<file path="src/sv/prc_pkg.sv">
// shared constants and types of the prime range collector
`default_nettype none

package prc_pkg;

  // width of a number under test and cap on emitted prime results
  localparam int VALUE_BITS = 16;
  localparam int MAX_PRIMES = 63;

  // fixed field widths of the stream payload
  localparam int FIELD_BITS = 16;
  localparam int COUNT_BITS = 13;
  localparam int IN_DATA_BITS = 32;
  localparam int OUT_DATA_BITS = 32;

  // trial divisor never exceeds sqrt(2^VALUE_BITS)
  localparam int D_BITS = (VALUE_BITS + 1) / 2 + 1;
  localparam int SQ_BITS = 2 * D_BITS;
  localparam int DIV_CNT_BITS = $clog2(VALUE_BITS + 1);

  typedef enum logic [6:0] {
    S_IDLE  = 7'b0000001,
    S_NUM   = 7'b0000010,
    S_TEST  = 7'b0000100,
    S_DIV   = 7'b0001000,
    S_PRIME = 7'b0010000,
    S_NEXT  = 7'b0100000,
    S_SUM   = 7'b1000000
  } state_e;

  typedef struct packed {
    logic load;
    logic d_init;
    logic div_start;
    logic div_step;
    logic d_inc;
    logic n_inc;
    logic count_inc;
    logic push;
    logic push_summary;
  } cmd_t;

  typedef struct packed {
    logic rev_in;
    logic n_lt2;
    logic sq_gt_n;
    logic div_done;
    logic rem_zero;
    logic n_is_hi;
    logic cap_hit;
  } status_t;

  typedef struct packed {
    logic [FIELD_BITS-1:0] prime_value;
    logic                  is_summary;
    logic [COUNT_BITS-1:0] prime_count;
    logic                  range_error;
    logic                  cap_overflow;
    logic                  last;
  } result_t;

endpackage

`default_nettype wire

</file>
<file path="src/sv/prc_ctrl.sv">
// sequencing state machine for the range walk and trial division
`default_nettype none

module prc_ctrl
  import prc_pkg::*;
(
  input  wire logic    clk_i,
  input  wire logic    rst_ni,
  input  wire logic    in_valid_i,
  output logic         in_ready_o,
  input  wire status_t status_i,
  input  wire logic    out_free_i,
  output cmd_t         cmd_o
);

  state_e state_q, state_d;

  assign in_ready_o = (state_q == S_IDLE);

  always_comb begin
    state_d = state_q;
    cmd_o   = '0;
    case (state_q)
      S_IDLE: begin
        if (in_valid_i) begin
          cmd_o.load = 1'b1;
          state_d    = status_i.rev_in ? S_SUM : S_NUM;
        end
      end
      S_NUM: begin
        if (status_i.n_lt2) begin
          state_d = S_NEXT;
        end else begin
          cmd_o.d_init = 1'b1;
          state_d      = S_TEST;
        end
      end
      S_TEST: begin
        if (status_i.sq_gt_n) begin
          state_d = S_PRIME;
        end else begin
          cmd_o.div_start = 1'b1;
          state_d         = S_DIV;
        end
      end
      S_DIV: begin
        if (!status_i.div_done) begin
          cmd_o.div_step = 1'b1;
        end else if (status_i.rem_zero) begin
          state_d = S_NEXT;
        end else begin
          cmd_o.d_inc = 1'b1;
          state_d     = S_TEST;
        end
      end
      S_PRIME: begin
        // past the cap the prime is only counted
        if (status_i.cap_hit) begin
          cmd_o.count_inc = 1'b1;
          state_d         = S_NEXT;
        end else if (out_free_i) begin
          cmd_o.push      = 1'b1;
          cmd_o.count_inc = 1'b1;
          state_d         = S_NEXT;
        end
      end
      S_NEXT: begin
        if (status_i.n_is_hi) begin
          state_d = S_SUM;
        end else begin
          cmd_o.n_inc = 1'b1;
          state_d     = S_NUM;
        end
      end
      S_SUM: begin
        if (out_free_i) begin
          cmd_o.push         = 1'b1;
          cmd_o.push_summary = 1'b1;
          state_d            = S_IDLE;
        end
      end
      default: begin
        state_d = S_IDLE;
      end
    endcase
  end

  always_ff @(posedge clk_i or negedge rst_ni) begin
    if (!rst_ni) begin
      state_q <= S_IDLE;
    end else begin
      state_q <= state_d;
    end
  end

endmodule

`default_nettype wire

</file>
<file path="src/sv/prc_dp.sv">
// datapath: range cursor, trial divisor, bit-serial remainder, prime count
`default_nettype none

module prc_dp
  import prc_pkg::*;
(
  input  wire logic                  clk_i,
  input  wire logic                  rst_ni,
  input  wire cmd_t                  cmd_i,
  input  wire logic [VALUE_BITS-1:0] in_low_i,
  input  wire logic [VALUE_BITS-1:0] in_high_i,
  output status_t                    status_o,
  output result_t                    result_o
);

  logic [VALUE_BITS-1:0]   n_q, n_d, hi_q, hi_d, sh_q, sh_d;
  logic [D_BITS-1:0]       d_q, d_d, rem_q, rem_d;
  logic [DIV_CNT_BITS-1:0] cnt_q, cnt_d;
  logic [COUNT_BITS-1:0]   count_q, count_d;
  logic                    err_q, err_d;
  logic [SQ_BITS-1:0]      sq;
  logic [D_BITS:0]         rem_sh;

  assign sq     = SQ_BITS'(d_q) * SQ_BITS'(d_q);
  assign rem_sh = {rem_q, sh_q[VALUE_BITS-1]};

  always_comb begin
    n_d     = n_q;
    hi_d    = hi_q;
    sh_d    = sh_q;
    d_d     = d_q;
    rem_d   = rem_q;
    cnt_d   = cnt_q;
    count_d = count_q;
    err_d   = err_q;
    if (cmd_i.load) begin
      n_d     = in_low_i;
      hi_d    = in_high_i;
      count_d = '0;
      err_d   = (in_low_i > in_high_i);
    end
    if (cmd_i.n_inc) begin
      n_d = n_q + 1'b1;
    end
    if (cmd_i.d_init) begin
      d_d = D_BITS'(2);
    end
    if (cmd_i.d_inc) begin
      d_d = d_q + 1'b1;
    end
    if (cmd_i.div_start) begin
      sh_d  = n_q;
      rem_d = '0;
      cnt_d = '0;
    end
    // restoring remainder, one dividend bit per cycle
    if (cmd_i.div_step) begin
      sh_d  = {sh_q[VALUE_BITS-2:0], 1'b0};
      cnt_d = cnt_q + 1'b1;
      if (rem_sh >= {1'b0, d_q}) begin
        rem_d = D_BITS'(rem_sh - {1'b0, d_q});
      end else begin
        rem_d = D_BITS'(rem_sh);
      end
    end
    if (cmd_i.count_inc) begin
      count_d = count_q + 1'b1;
    end
  end

  always_ff @(posedge clk_i or negedge rst_ni) begin
    if (!rst_ni) begin
      cnt_q <= '0;
    end else begin
      cnt_q <= cnt_d;
    end
  end

  always_ff @(posedge clk_i) begin
    n_q     <= n_d;
    hi_q    <= hi_d;
    sh_q    <= sh_d;
    d_q     <= d_d;
    rem_q   <= rem_d;
    count_q <= count_d;
    err_q   <= err_d;
  end

  always_comb begin
    status_o.rev_in   = (in_low_i > in_high_i);
    status_o.n_lt2    = (n_q < VALUE_BITS'(2));
    status_o.sq_gt_n  = (sq > SQ_BITS'(n_q));
    status_o.div_done = (cnt_q == DIV_CNT_BITS'(VALUE_BITS));
    status_o.rem_zero = (rem_q == '0);
    status_o.n_is_hi  = (n_q == hi_q);
    status_o.cap_hit  = (count_q >= COUNT_BITS'(MAX_PRIMES));
  end

  always_comb begin
    result_o = '0;
    if (cmd_i.push_summary) begin
      result_o.is_summary   = 1'b1;
      result_o.prime_count  = count_q;
      result_o.range_error  = err_q;
      result_o.cap_overflow = (count_q > COUNT_BITS'(MAX_PRIMES));
      result_o.last         = 1'b1;
    end else begin
      result_o.prime_value = FIELD_BITS'(n_q);
    end
  end

endmodule

`default_nettype wire

</file>
<file path="src/sv/prc_outreg.sv">
// output holding register between the datapath and the result stream
`default_nettype none

module prc_outreg
  import prc_pkg::*;
(
  input  wire logic    clk_i,
  input  wire logic    rst_ni,
  input  wire logic    push_i,
  input  wire result_t result_i,
  output logic         free_o,
  output logic         valid_o,
  input  wire logic    ready_i,
  output result_t      result_o
);

  logic    valid_q, valid_d;
  result_t res_q;

  assign free_o  = !valid_q || ready_i;
  assign valid_o = valid_q;
  assign result_o = res_q;

  always_comb begin
    valid_d = valid_q;
    if (push_i) begin
      valid_d = 1'b1;
    end else if (ready_i) begin
      valid_d = 1'b0;
    end
  end

  always_ff @(posedge clk_i or negedge rst_ni) begin
    if (!rst_ni) begin
      valid_q <= 1'b0;
    end else begin
      valid_q <= valid_d;
    end
  end

  always_ff @(posedge clk_i) begin
    if (push_i) begin
      res_q <= result_i;
    end
  end

endmodule

`default_nettype wire

</file>
<file path="src/sv/prime_range_collector.sv">
// top level of the prime range collector: stream ports, controller, datapath
//
// one slave transaction carries an inclusive range [range_low, range_high];
// every number in it is tested by trial division, divisor 2, 3, ... while
// divisor squared is at most the number. each prime found (ascending) goes
// out as one master transaction with tuser = 0, up to 63 of them; then one
// summary transaction follows with tuser = 1, tlast = 1, the total prime
// count, the range error flag (low above high) and the cap overflow flag.
// 0 and 1 are never prime.
// timing: each trial divisor costs a square compare, one bit-serial remainder
// step per dividend bit and a decision; each number adds its S_NUM and S_NEXT
// states, a prime also its last square compare and the push, and the
// remainder unit sets the run time of a range.
// a reversed range goes from idle straight to the summary state, which registers its summary in the output register.
// tready is high only while no range is in work; the next range is taken
// while the summary still waits in the output register.
// a master stall holds the output register and freezes the walk at the
// next result to send. reset drops tvalid and returns the controller to idle.
`default_nettype none

module prime_range_collector
  import prc_pkg::*;
(
  input  wire logic                     clk_i,
  input  wire logic                     rst_ni,
  input  wire logic                     s_axis_tvalid_i,
  output logic                          s_axis_tready_o,
  // [15:0] range_low, [31:16] range_high
  input  wire logic [IN_DATA_BITS-1:0]  s_axis_tdata_i,
  output logic                          m_axis_tvalid_o,
  input  wire logic                     m_axis_tready_i,
  // [15:0] prime_value, [28:16] prime_count, [29] range_error,
  // [30] cap_overflow, [31] zero
  output logic [OUT_DATA_BITS-1:0]      m_axis_tdata_o,
  // [0] is_summary
  output logic                          m_axis_tuser_o,
  output logic                          m_axis_tlast_o
);

  cmd_t    cmd;
  status_t status;
  result_t dp_result, out_result;
  logic    out_free;
  logic    in_ready;

  // bits above VALUE_BITS are ignored
  logic [VALUE_BITS-1:0] in_low, in_high;
  assign in_low  = s_axis_tdata_i[VALUE_BITS-1:0];
  assign in_high = s_axis_tdata_i[FIELD_BITS+VALUE_BITS-1:FIELD_BITS];

  assign s_axis_tready_o = in_ready;

  prc_ctrl u_ctrl (
    .clk_i      (clk_i),
    .rst_ni     (rst_ni),
    .in_valid_i (s_axis_tvalid_i),
    .in_ready_o (in_ready),
    .status_i   (status),
    .out_free_i (out_free),
    .cmd_o      (cmd)
  );

  prc_dp u_dp (
    .clk_i     (clk_i),
    .rst_ni    (rst_ni),
    .cmd_i     (cmd),
    .in_low_i  (in_low),
    .in_high_i (in_high),
    .status_o  (status),
    .result_o  (dp_result)
  );

  // holds one result so the walk can continue while the sink stalls
  prc_outreg u_outreg (
    .clk_i    (clk_i),
    .rst_ni   (rst_ni),
    .push_i   (cmd.push),
    .result_i (dp_result),
    .free_o   (out_free),
    .valid_o  (m_axis_tvalid_o),
    .ready_i  (m_axis_tready_i),
    .result_o (out_result)
  );

  // pack payload, lowest field first
  assign m_axis_tdata_o = {1'b0,
                           out_result.cap_overflow,
                           out_result.range_error,
                           out_result.prime_count,
                           out_result.prime_value};
  assign m_axis_tuser_o = out_result.is_summary;
  assign m_axis_tlast_o = out_result.last;

endmodule

`default_nettype wire
</file>
<file path="config.mk">
export PLATFORM = sky130hd
export DESIGN_NAME = prime_range_collector
export DESIGN_NICKNAME = d
export VERILOG_FILES = /design/src/sv/prc_pkg.sv /design/src/sv/prc_ctrl.sv /design/src/sv/prc_dp.sv /design/src/sv/prc_outreg.sv /design/src/sv/prime_range_collector.sv
export SDC_FILE = /design/constraint.sdc
export NUM_CORES = 1
export LEC_CHECK = 0
export CORE_MARGIN = 4
export CORE_UTILIZATION = 53
export DETAILED_ROUTE_END_ITERATION = 10
export DONT_BUFFER_PORTS = 1
export GPL_ROUTABILITY_DRIVEN = 0
export GPL_TIMING_DRIVEN = 0
export PLACE_DENSITY = 0.68
export SYNTH_ARGS = -nofsm -noshare
export SYNTH_HDL_FRONTEND = slang
export SYNTH_SLANG_ARGS = --single-unit
</file>
<file path="constraint.sdc">
create_clock -name clk_i -period 8.3 [get_ports clk_i]
set_clock_uncertainty 0.1 [all_clocks]
set_input_delay 0.83 -clock clk_i [delete_from_list [all_inputs] [get_ports clk_i]]
set_output_delay 0.83 -clock clk_i [all_outputs]
set_load 0.05 [all_outputs]
</file>
==> flow_summary.json, run 1 <==
{
  "outcome": "finished, final reports clean",
  "clockBufferDepth": 2,
  "synth_top_cell_by_area": "edfxtp_1",
  "cts_tree": "yes",
  "syn-num-nets": 1036,
  "maxSlewHeadroom_pct": 38.4,
  "fmax_mhz": 130,
  "yosysSeqAreaShare_pct": 41.3,
  "grt_pass1_wl_mm": 32.4,
  "syn_inst": 884,
  "worstPathArrival_ns": 7.64,
  "clock-sinks": 125,
  "place_ws_ns": 0.258,
  "cpPeakStageDelay_ns": 0.60,
  "rsz0062_at_grt": "no",
  "start_util_pct": 53.9,
  "grt_max_degree": 26,
  "layout_min_cycle_time_ns": 7.69,
  "htreeDepth": 4,
  "critical-path-top-delay-family": "adder cells",
  "powerDensity_nw_per_um2": 345,
  "cp.required_ns": 8.25,
  "coreArea_um2": 16500,
  "post_drt_wl_per_cell_um": 17.2,
  "syn_avg_cell_area_um2": 10.1,
  "max_slew.worst_pin.slew_ns": 0.918,
  "dieArea_um2": 18900,
  "antenna_left": 0,
  "busiest_layer": "met2",
  "wl_mm": 19.5,
  "synthFlopType": "edfxtp_1",
  "maxSlewViolCount": 0,
  "crit_path_max_fanout": 25,
  "io_pins": 72,
  "grt_pass1_vias": 6406,
  "overflow": 0,
  "cts_setup_buffers": 0,
  "dr.pass1.iters": 5,
  "worstSetupPathType": "reg -> reg",
  "n_fill_cell": 1390,
  "yosys_warnings": 0,
  "reg2reg_depth": 28,
  "cts_buffers": 17,
  "use_met1_pct": 28.6,
  "cp_slowest_cell": "fa_1",
  "ys_top_cells_by_count": "nor2_1 (114), inv_1 (113), edfxtp_1 (111), ha_1 (80)",
  "vias": 6407,
  "synth.top_cell.area_share_pct": 37.4,
  "grt_antenna_before_repair": 0,
  "rows": 47,
  "clock_latency_ns": 0.42,
  "hpwl_mm": 14.9,
  "syn_area_um2": 8910,
  "crit_cells": 28,
  "diodes": 0,
  "track_usage_pct": 22.0,
  "reg2reg_to": "u_dp.sh_q[11]",
  "chipWidth_um": 138,
  "p_leak_uw": 0.00417,
  "ctsRootBufferMaster": "clkbuf_16",
  "netlist_top_cells_area": "edfxtp_1 (37%), ha_1 (11%), fa_1 (8.1%)",
  "timing.hold.ws_ns": 0.152,
  "setup_viol": 0,
  "r2r_slack_ns": 0.61,
  "hold_class": "in -> async",
  "synthArstFlopShare_pct": 10.4,
  "cts.reportedPaths.clkPinSlew_ns": 0.06,
  "hold_viol_final": 0,
  "yosysMostFrequentCell": "nor2_1",
  "port_buffers": 0,
  "die-height_um": 138,
  "drc": 0,
  "setup_tns_ns": 0,
  "use_met2_pct": 36.9,
  "synth_cell_types": 61,
  "synth_edf_count": 111,
  "synth_seq_cells": 125,
  "grtUsageMet3_pct": 5.19,
  "final_nets": 1057,
  "fin_ws_ns": 0.611,
  "irDropWorstVdd_v": 0.000184,
  "critPathCaptureType": "flip-flop",
  "timing.rr.start": "u_dp.d_q[6]",
  "crit_buf_inv": 6,
  "area.growth.synth_to_final_pct": 10.3,
  "via_per_inst": 5.63,
  "drive_gt1_share_pct": 5.45,
  "start_kind": "flip-flop",
  "fin_crit_sh_pct": 92.6,
  "drt_iter0_markers": 525,
  "maxCapViolCount": 0
}
-- routing by layer --
layer	routed length, um	vias up
li1	-	3106
met1	8350	3076
met2	9660	196
met3	1200	29
met4	331	0
met5	0	-
-- worst max path at each step --
stage                           start             to  slack [ns]
after CTS                 u_dp.d_q[6]  u_dp.rem_q[7]        0.22
after global placement    u_dp.d_q[6]  u_dp.rem_q[5]        0.33
after global routing      u_dp.d_q[6]  u_dp.sh_q[11]        0.08
after detailed placement  u_dp.d_q[6]  u_dp.rem_q[5]        0.26
final                     u_dp.d_q[6]  u_dp.sh_q[11]        0.61
after floorplan           u_dp.d_q[6]  u_dp.rem_q[0]        1.37
-- where the power goes --
part / internal [uW] / total, uW / switching (uW)
registers: 824 / 949 / 125
clock network: 480 / 758 / 278
logic: 702 / 1690 / 983
total: 2010 / 3390 / 1390
-- final cells by class --
class	instances	area (um2)	area share (%)
tap	220	275	2.80
inverter	118	443	4.51
multi-input combinational	615	4670	47.6
clock buffer	22	454	4.62
buffer	26	120	1.22
sequential	125	3680	37.5
timing repair buffer	2	37.5	0.382
clock inverter	10	143	1.45
-- placed cells by master, fill, tap and decap left out, types with 3 or more instances in the layout --
master	n
and2_1	3
ha_1	80
a21oi_1	45
dfrtp_1	12
buf_2	3
xnor2_1	55
inv_1	113
clkinvlp_4	4
mux2_2	4
a22o_1	16
or2_2	4
mux2i_1	5
buf_4	3
nand2_1	55
o21ai_1	9
nor2b_1	6
o211ai_1	3
bufinv_16	3
nor4_1	11
and3_1	24
a21o_1	12
nor3_1	16
clkbuf_16	17
edfxtp_1	111
o21a_1	5
clkbuf_1	21
nand3_1	24
o21bai_1	3
xor2_1	14
o21ai_0	10
clkinv_1	5
nor2_1	113
a211oi_1	8
nand2b_1	4
fa_1	36
nand4_1	18
-- registers in the layout, summed over array words and instances, names as in the netlist --
name,flops
u_outreg.valid_o,1
u_dp.n_q,16
u_dp.cnt_q,5
u_outreg.result_o,32
u_dp.rem_q,9
u_dp.hi_q,16
u_dp.sh_q,16
u_dp.err_q,1
u_dp.d_q,9
u_ctrl.state_q,7
u_dp.count_q,13
-- cells by family (layout without fill, tap and decap cells) --
group | after synthesis | after routing | share of synthesized area (%)
other cells | 1 | 1 | 0.0421
buf+inv | 144 | 178 | 6.32
mux | 10 | 10 | 1.19
fa+ha+maj | 116 | 116 | 19.3
simple gates | 293 | 293 | 15.7
xor+xnor | 69 | 69 | 6.78
compound gates | 126 | 126 | 9.29
flops | 125 | 125 | 41.3
-- stage by stage --
step           total power, uW  area, um2  cells  util [%]
2_1_floorplan             2250       8910    884         -
3_3_place_gp              2580       9180   1104      55.6
3_5_place_dp              2630       9220   1105      55.8
4_1_cts                   3410       9820   1138      59.5
5_1_grt                   3670       9820   1138      59.5
6_report                  3390       9820   1138      59.5
-- timing repair --
item                                   4_1_cts  5_1_grt
setup endpoints to repair                    0       25
gates resized for setup                      0        1
hold buffers                                 1        0
endpoints found under the hold margin       12        0
(Power assumes the default switching activity.)
==> run 2: changes to the inputs <==
CTS_BUF_LIST = sky130_fd_sc_hd__clkbuf_16   (was default)
==> run 2 against run 1 <==
  * Via count fell by 0.59%
  * First-iteration DRC count grew 6.7%
  * Highest routed layer unchanged
  * Critical endpoint unchanged
  * Critical path type unchanged
  * Global-route usage about the same
  * Total power fell by 0.50%
  * Sequential power about the same
  * Combinational power barely moved
  * Count of clock-buffer cells in the layout shrank 5
  * Clock power shrank 2%
==> flow_summary.json, run 2 (synthesized netlist as in run 1, its figures left out) <==
{
  "layout.cells.most_common": "inv_1",
  "rsz0062_at_grt": "no",
  "ctsRootBufferMaster": "clkbuf_16",
  "timing.rr.start": "u_dp.d_q[6]",
  "worstSetupPathType": "reg -> reg",
  "htreeDepth": 4,
  "outcome": "finished, final reports clean",
  "track_usage_pct": 22.0,
  "grt_pass1_vias": 6397,
  "p_leak_uw": 0.00418,
  "hold_class": "in -> async",
  "io_pins": 72,
  "max_slew.worst_pin.slew_ns": 0.929,
  "wl_mm": 19.5,
  "largest_reg_flops": 32,
  "maxSlewHeadroom_pct": 37.7,
  "multiInputGateArea_um2": 4670,
  "powerDensity_nw_per_um2": 344,
  "r2r_slack_ns": 0.62,
  "chipWidth_um": 138,
  "critical_path.startpoint": "u_dp.d_q[6]",
  "diodes": 0,
  "reg2reg_depth": 28,
  "clock-sinks": 125,
  "hold_viol_final": 0,
  "grt_antenna_before_repair": 0,
  "cp.required_ns": 8.25,
  "n_fill_cell": 1388,
  "via_per_inst": 5.60,
  "setup_tns_ns": 0,
  "layout_min_cycle_time_ns": 7.68,
  "clock_latency_ns": 0.42,
  "maxSlewViolCount": 0,
  "setup_viol": 0,
  "fin_crit_sh_pct": 92.5,
  "final_cell_mix": "inv_1 (117), nor2_1 (113), edfxtp_1 (111)",
  "start_kind": "flip-flop",
  "crit_path_max_fanout": 25,
  "overflow": 0,
  "grt_pass1_wl_mm": 32.3,
  "cts_setup_buffers": 0,
  "irDropWorstVdd_v": 0.000183,
  "cp_slowest_cell": "fa_1",
  "drive_gt1_share_pct": 5.34,
  "grt_max_degree": 26,
  "fmax_mhz": 130,
  "critPathCaptureType": "flip-flop",
  "dr.pass1.iters": 4,
  "dieArea_um2": 18900,
  "start_util_pct": 53.9,
  "final_nets": 1057,
  "final-seq-area_um2": 3680,
  "maxCapViolCount": 0,
  "finalPower_uw": 3380,
  "vias": 6369,
  "cts_buffers": 17,
  "cts.reportedPaths.clkPinSlew_ns": 0.06,
  "antenna_left": 0,
  "reg2reg_to": "u_dp.sh_q[11]",
  "clockBufferDepth": 2,
  "area.growth.synth_to_final_pct": 10.2,
  "cts_tree": "yes",
  "hpwl_mm": 14.9,
  "worstPathArrival_ns": 7.63,
  "drc": 0,
  "drt_iter0_markers": 560,
  "cpPeakStageDelay_ns": 0.60,
  "die-height_um": 138,
  "port_buffers": 0,
  "coreArea_um2": 16500,
  "post_drt_wl_per_cell_um": 17.2,
  "rows": 47
}
## run 2: changes by cell type in the layout (fill, tap and decap cells not counted)
cell      change
clkbuf_8      -1
clkinv_1      +1
clkbuf_1      -4
inv_1         +4
## run 2: how the worst max path moves through the flow
stage                               end  slack (ns)  cells past startpoint
final                     u_dp.sh_q[11]        0.62                     28
after global routing      u_dp.sh_q[11]        0.08                     28
after CTS                 u_dp.rem_q[7]        0.22                     28
after detailed placement  u_dp.rem_q[5]        0.26                     28
after global placement    u_dp.rem_q[5]        0.33                     28
after floorplan           u_dp.rem_q[0]        1.37                     28
## run 2: per-layer routing
metal	GRT usage (%)	routed length (um)	part of all wire (%)
met5	0	0	0
met1	28.6	8450	43
met2	36.8	9710	50
met4	6.10	314	1.6
met3	5.19	1050	5.4
## run 2: through the flow
stage | utilization [%] | hold slack (ns) | setup WS [ns] | cell area [um2] | std cells
after floorplan | - | 0.361 | 1.37 | 8910 | 884
after global placement | 55.6 | 0.380 | 0.328 | 9180 | 1104
after detailed placement | 55.8 | 0.388 | 0.258 | 9220 | 1105
after CTS | 59.4 | 0.139 | 0.221 | 9810 | 1138
after global routing | 59.4 | 0.128 | 0.0753 | 9810 | 1138
final | 59.4 | 0.148 | 0.619 | 9810 | 1138
## run 2: power by group
| group | total (uW) | internal [uW] | switching, uW | leakage, uW |
|---|---|---|---|---|
| registers | 948 | 824 | 124 | 0.00119 |
| clock network | 741 | 466 | 275 | 0.000288 |
| logic | 1690 | 703 | 984 | 0.00270 |
## run 2: cell type report
cell class | instances | share of cell area [%]
plain buffers | 26 | 1.22
clock buffers | 17 | 4.33
clock inverters | 15 | 1.64
inverters | 118 | 4.51
multi-input cells | 615 | 47.6
flip-flops and latches | 125 | 37.5
well taps | 220 | 2.80
repair buffers | 2 | 0.382
## run 2: critical path, delay by kind of cell, from the launching register on
kind / cells / cell delay, ns
fa+ha+maj: 6 / 2.78
buf+inv: 6 / 1.05
flops: 1 / 0.31
compound gates: 8 / 1.42
simple gates: 7 / 1.50
xor+xnor: 1 / 0.15
## run 2: what timing repair did
action	in CTS	in global routing
endpoints found under the hold margin	12	0
resized for setup	0	1
hold buffers	1	0
endpoints found under the setup margin	0	25
